**config.mk**
```make
export PLATFORM = sky130hd
export DESIGN_NAME = sme_div
export DESIGN_NICKNAME = d
export VERILOG_FILES = /design/src/rtl/core/stack_machine_executor_defines.svh /design/src/rtl/core/sme_pkg.sv /design/src/rtl/core/sme_div.sv
export SDC_FILE = /design/constraint.sdc
export NUM_CORES = 1
export LEC_CHECK = 0
export ABC_AREA = 1
export BUFFER_PORTS_ARGS = -buffer_cell sky130_fd_sc_hd__clkbuf_2
export CORE_MARGIN = 4
export CORE_UTILIZATION = 60
export CTS_CLUSTER_DIAMETER = 40
export DETAILED_ROUTE_END_ITERATION = 7
export GPL_TIMING_DRIVEN = 0
export MAX_ROUTING_LAYER = met4
export PLACE_DENSITY_LB_ADDON = 0.15
export SYNTH_ARGS = -nofsm -noshare
export SYNTH_HDL_FRONTEND = slang
export SYNTH_SLANG_ARGS = --single-unit
```
**constraint.sdc**
```tcl
create_clock -name aclk -period 5 [get_ports aclk]
set_input_delay 0.25 -clock aclk [delete_from_list [all_inputs] [get_ports aclk]]
set_output_delay 0.25 -clock aclk [all_outputs]
set_load 0.005 [all_outputs]
```
**src/rtl/core/stack_machine_executor_defines.svh**
```systemverilog
// ---------------------------------------------------------------------------
// Stack machine executor assertion macros
// Shared macros for the concurrent checks of the executor.
// ---------------------------------------------------------------------------
`ifndef STACK_MACHINE_EXECUTOR_DEFINES_SVH
`define STACK_MACHINE_EXECUTOR_DEFINES_SVH

// Checks that a condition implies a consequence in the same cycle.
`define SME_ASSERT_IMP(label, clk, rstn, cond, prop, msg) \
    label: assert property (@(posedge clk) disable iff (!rstn) (cond) |-> (prop)) \
        else $error(msg);

// Checks that a condition implies a consequence in the next cycle.
`define SME_ASSERT_NEXT(label, clk, rstn, cond, prop, msg) \
    label: assert property (@(posedge clk) disable iff (!rstn) (cond) |=> (prop)) \
        else $error(msg);

`endif

```
**src/rtl/core/sme_pkg.sv**
```systemverilog
// ---------------------------------------------------------------------------
// Stack machine executor package
// Shared constants and types for the executor.
// ---------------------------------------------------------------------------
package sme_pkg;
    localparam int VAL_W       = 31;
    localparam int LIMIT_W     = 30;
    localparam int KIND_W      = 4;
    localparam int DEF_DEPTH   = 1024;
    localparam logic [LIMIT_W-1:0] LIMIT_RESET = 30'd1000000000;

    typedef enum logic [KIND_W-1:0] {
        K_START = 4'd0, K_NUM = 4'd1, K_POP = 4'd2, K_INV = 4'd3,
        K_DUP = 4'd4, K_SWP = 4'd5, K_ADD = 4'd6, K_SUB = 4'd7,
        K_MUL = 4'd8, K_DIV = 4'd9, K_MOD = 4'd10, K_END = 4'd11
    } kind_t;

    typedef struct packed {
        logic             start;
        logic             is_mod;
        logic [VAL_W-1:0] dividend;
        logic [VAL_W-1:0] divisor;
    } div_req_t;
endpackage

```
**src/rtl/core/sme_div.sv**
```systemverilog
// ---------------------------------------------------------------------------
// Stack machine executor divider
// Restoring signed divider, one quotient bit per cycle, truncating toward zero.
// ---------------------------------------------------------------------------
module sme_div (
    input  logic               aclk,
    input  logic               aresetn,
    input  sme_pkg::div_req_t  req,
    output logic               done,
    output logic [sme_pkg::VAL_W-1:0] result
);
    import sme_pkg::*;

    localparam int CNT_W = $clog2(VAL_W + 1);

    logic             busy_reg, busy_next;
    logic [CNT_W-1:0] cnt_reg, cnt_next;
    logic [VAL_W-1:0] quo_reg, quo_next;
    logic [VAL_W-1:0] rem_reg, rem_next;
    logic [VAL_W-1:0] dsr_reg, dsr_next;
    logic             qneg_reg, qneg_next, rneg_reg, rneg_next, mod_reg, mod_next;
    logic             done_reg, done_next;
    logic [VAL_W:0]   trial;
    logic [VAL_W-1:0] shifted, q_out, r_out;

    always_comb begin
        busy_next = busy_reg;
        cnt_next  = cnt_reg;
        quo_next  = quo_reg;
        rem_next  = rem_reg;
        dsr_next  = dsr_reg;
        qneg_next = qneg_reg;
        rneg_next = rneg_reg;
        mod_next  = mod_reg;
        done_next = 1'b0;
        shifted   = {rem_reg[VAL_W-2:0], quo_reg[VAL_W-1]};
        trial     = {1'b0, shifted} - {1'b0, dsr_reg};
        if (req.start) begin
            busy_next = 1'b1;
            cnt_next  = CNT_W'(VAL_W);
            quo_next  = req.dividend[VAL_W-1] ? -req.dividend : req.dividend;
            dsr_next  = req.divisor[VAL_W-1] ? -req.divisor : req.divisor;
            rem_next  = '0;
            qneg_next = req.dividend[VAL_W-1] ^ req.divisor[VAL_W-1];
            rneg_next = req.dividend[VAL_W-1];
            mod_next  = req.is_mod;
        end else if (busy_reg) begin
            quo_next = {quo_reg[VAL_W-2:0], ~trial[VAL_W]};
            rem_next = trial[VAL_W] ? shifted : trial[VAL_W-1:0];
            cnt_next = cnt_reg - 1'b1;
            if (cnt_reg == CNT_W'(1)) begin
                busy_next = 1'b0;
                done_next = 1'b1;
            end
        end
    end

    always_ff @(posedge aclk) begin
        if (!aresetn) begin
            busy_reg <= 1'b0;
            done_reg <= 1'b0;
        end else begin
            busy_reg <= busy_next;
            done_reg <= done_next;
        end
        cnt_reg  <= cnt_next;
        quo_reg  <= quo_next;
        rem_reg  <= rem_next;
        dsr_reg  <= dsr_next;
        qneg_reg <= qneg_next;
        rneg_reg <= rneg_next;
        mod_reg  <= mod_next;
    end

    assign q_out  = qneg_reg ? -quo_reg : quo_reg;
    assign r_out  = rneg_reg ? -rem_reg : rem_reg;
    assign done   = done_reg;
    assign result = mod_reg ? r_out : q_out;
endmodule

```
==> results.txt <==
most common cell after layout, fill and taps aside - sky130_fd_sc_hd__nand2_1
Netlist Area Pre-Place - 10260 µm²
floorplan core area - 16700 µm²
critical path startpoint category - register
via count of the routed design - 11510
number of buffers added by the clock tree synthesis step - 9
Net Switching - 0.8497 mW
Clock Latency Late Sink - 0.36 ns
Placement Cell Area - 11040 µm²
switching part of the total - 35.52%
initial antenna violation count - 0
Post-DRT Antenna Nets - 0
register area share after synthesis - 26.43%
final critical path time including I/O delays and setup - 3.194 ns
initial detailed-routing violation count - 1300
die extent in y - 138.8 µm
Worst Hold Class - in2reg
register clock-pin slew on the reported worst setup and hold paths - 0.08 ns
Post-Route Setup TNS - 0 ns
number of I/O pins - 98
most used flip-flop cell after synthesis - sky130_fd_sc_hd__edfxtp_1
fraction of layout cells with a size suffix above 1 - 7.776%
share of total power in the clock network - 29.7%
portion of synthesized cell area occupied by the leading cell type - 19.64%
CP max FO - 7
total power draw - 2.392 mW
leakage power total - 6.043 nW
maximum frequency from static timing analysis - 313.1 MHz
share of the cycle needed by the critical path after routing - 63.88%
final RePlAce weighted congestion - 1.032
drt total wl - 32.76 mm
Least-Margin Pin Slew - 0.8153 ns
required arrival time at the worst endpoint - 4.75 ns
Worst Path Class, Setup - reg2out
endpoint of the worst setup timing path - result[25]
count of buffers inserted at the top-level ports - 97
count of nets after finishing - 1938
number of pins exceeding their max-slew limit in the final report - 0
unrepaired setup endpoints after global routing - false
Synth area leader - sky130_fd_sc_hd__nand2_1
TritonCTS clock tree - built
FF-to-FF Start - quo_reg[30]
Clock Skew - 0.005950 ns
arrival time worst endpoint - 2.94 ns
number of hold violations in the final report - 0
global-route wire length before repair - 50.27 mm
internal power - 1.543 mW
total die area - 19260 µm²
outcome - completed
endpoints failing setup - 0
total of cells resized after clock tree synthesis - 0
terminus of the critical flop-to-flop path - rem_reg[21]
average vias per placed instance - 5.592
Reg2Reg Depth - 15
Residual DRC - 0
HPWL Detailed - 27.10 mm
number of standard cells after synthesis - 1725
max-cap violation count - 0
Area Growth Syn to Fin - 10.46%
# clock sinks - 103
number of enable flip-flop cells after synthesis - 65
Pwr Density - 211.0 nW/µm²
Bufs on Longest Clock Path - 2
Seq pwr share - 43.3%
H-Tree Level Count - 3
net count after synthesis - 1829
routed len/inst - 15.91 µm
CTS Root Cell - sky130_fd_sc_hd__clkbuf_16
antenna diode instance count - 0
via count of the first global-routing pass - 9820
launching instance or port of the critical path - quo_reg[1]
number of unique standard cell types used by synthesis - 43
largest vdd supply drop - 0.2600 mV
flop-to-flop setup slack - 2.47 ns
number of synthesized register bits - 103
final core area utilization - 67.88%
Combinational Power Share - 27.0%
FP Rows - 47
width of the die - 138.8 µm
top cells by area in the synthesized netlist - sky130_fd_sc_hd__nand2_1 (20%), sky130_fd_sc_hd__edfxtp_1 (19%), sky130_fd_sc_hd__inv_1 (11%)
leading cell types in the layout, fill and taps excluded - sky130_fd_sc_hd__nand2_1 (537), sky130_fd_sc_hd__inv_1 (288), sky130_fd_sc_hd__nor2_1 (184)
sort of element at the end of the critical path - output port
post-CTS repair timing setup buffer count - 0
count of hold buffers inserted by post-cts repair - 0
proportion of synthesized flip-flops having asynchronous set or reset - 0%
effective utilization at floorplan - 61.45%
Rel. slew slack - 45.65%
maximum number of pins on one net before global-route repair - 39
Detailed Routing Iterations Pass 1 - 6
overall global routing resource usage - 33.25%
fin area - 11340 µm²
number of synthesis warnings - 0
final global-route overflow total - 0
post-route worst hold slack - 0.06203 ns
average cell area after synthesis - 5.949 µm²
==> cells in the mapped netlist (2+ instances only) <==
library cell	number
sky130_fd_sc_hd__inv_1	288
sky130_fd_sc_hd__nand3_1	171
sky130_fd_sc_hd__nor2_1	184
sky130_fd_sc_hd__nor4_1	7
sky130_fd_sc_hd__o21ai_1	15
sky130_fd_sc_hd__clkinv_1	3
sky130_fd_sc_hd__o21ai_0	102
sky130_fd_sc_hd__edfxtp_1	65
sky130_fd_sc_hd__nand4_1	31
sky130_fd_sc_hd__buf_4	2
sky130_fd_sc_hd__o31ai_1	4
sky130_fd_sc_hd__nor3_1	33
sky130_fd_sc_hd__nand3b_1	8
sky130_fd_sc_hd__nand2_4	2
sky130_fd_sc_hd__nor3_2	3
sky130_fd_sc_hd__xor2_1	48
sky130_fd_sc_hd__and2_1	2
sky130_fd_sc_hd__inv_2	3
sky130_fd_sc_hd__buf_2	6
sky130_fd_sc_hd__buf_1	3
sky130_fd_sc_hd__o22ai_1	5
sky130_fd_sc_hd__dfxtp_1	38
sky130_fd_sc_hd__o211ai_1	2
sky130_fd_sc_hd__buf_6	4
sky130_fd_sc_hd__o21bai_1	2
sky130_fd_sc_hd__a31oi_1	5
sky130_fd_sc_hd__a21oi_1	52
sky130_fd_sc_hd__clkbuf_1	27
sky130_fd_sc_hd__nor2_2	3
sky130_fd_sc_hd__nand2_2	3
sky130_fd_sc_hd__nand2_1	537
sky130_fd_sc_hd__xnor2_1	20
sky130_fd_sc_hd__ha_1	37
==> layout make-up <==
cell class                      instances  area [µm²]
Fill cell                            1630        5365
Sequential cell                       103        2713
Inverter                              294        1104
Timing Repair Buffer                   98       505.5
Buffer                                 42       203.9
Tap cell                              220       275.3
Clock buffer                            9       225.2
Multi-Input combinational cell       1286        6243
Clock inverter                          7       66.31
==> through the flow <==
step / instances / worst slack [ns]
after CTS: 2059 / 1.974
after floorplan: 1725 / 2.828
after global routing: 2059 / 1.670
final: 2059 / 1.806
after detailed placement: 2043 / 2.220
after global placement: 2042 / 1.263
==> power groups by stage <==
stage	registers, mW	logic (mW)	clock network, mW
3_5_place_dp	1.05	0.628	0
4_1_cts	1.03	0.631	0.709
2_1_floorplan	1.03	0.403	0
6_report	1.04	0.646	0.710
5_1_grt	1.04	0.717	0.745
3_3_place_gp	1.05	0.614	0
==> how the worst min path moves through the flow <==
stage / from / end / cells past startpoint
2_1_floorplan: req[0] / dsr_reg[0] / 0
3_3_place_gp: req[62] / mod_reg / 1
3_5_place_dp: req[62] / mod_reg / 1
4_1_cts: req[62] / mod_reg / 1
5_1_grt: req[62] / mod_reg / 1
6_report: req[62] / mod_reg / 1
==> routing by layer <==
metal | GRT usage [%] | up-vias | part of all wire, % | wire length, µm
met5 | - | - | 0 | 0
met2 | 48.20 | 601 | 42 | 13710
met1 | 47.75 | 5126 | 44 | 14540
met3 | 6.379 | 67 | 11 | 3704
li1 | - | 5719 | - | -
met4 | 8.754 | 0 | 2.4 | 801
==> logic make-up after synthesis <==
logic type	count (synthesis)	synth area share, %
buf+inv	336	12.73
xor+xnor	68	5.803
compound gates	194	9.985
simple gates	986	40.34
fa+ha+maj	38	4.706
flops	103	26.43
==> critical path: stages (launching register included) <==
cell and delay, ns:
sky130_fd_sc_hd__edfxtp_1 0.51, sky130_fd_sc_hd__nor3_1 0.58, sky130_fd_sc_hd__nand2_1 0.25, sky130_fd_sc_hd__nor2_2 0.40, sky130_fd_sc_hd__nand3_1 0.19, sky130_fd_sc_hd__nand2_1 0.15, sky130_fd_sc_hd__nand2_1 0.08, sky130_fd_sc_hd__nand2_1 0.09
sky130_fd_sc_hd__nand3_1 0.08, sky130_fd_sc_hd__nand2_1 0.13, sky130_fd_sc_hd__clkbuf_2 0.12
Note: power is estimated with default switching activity, not from simulation.
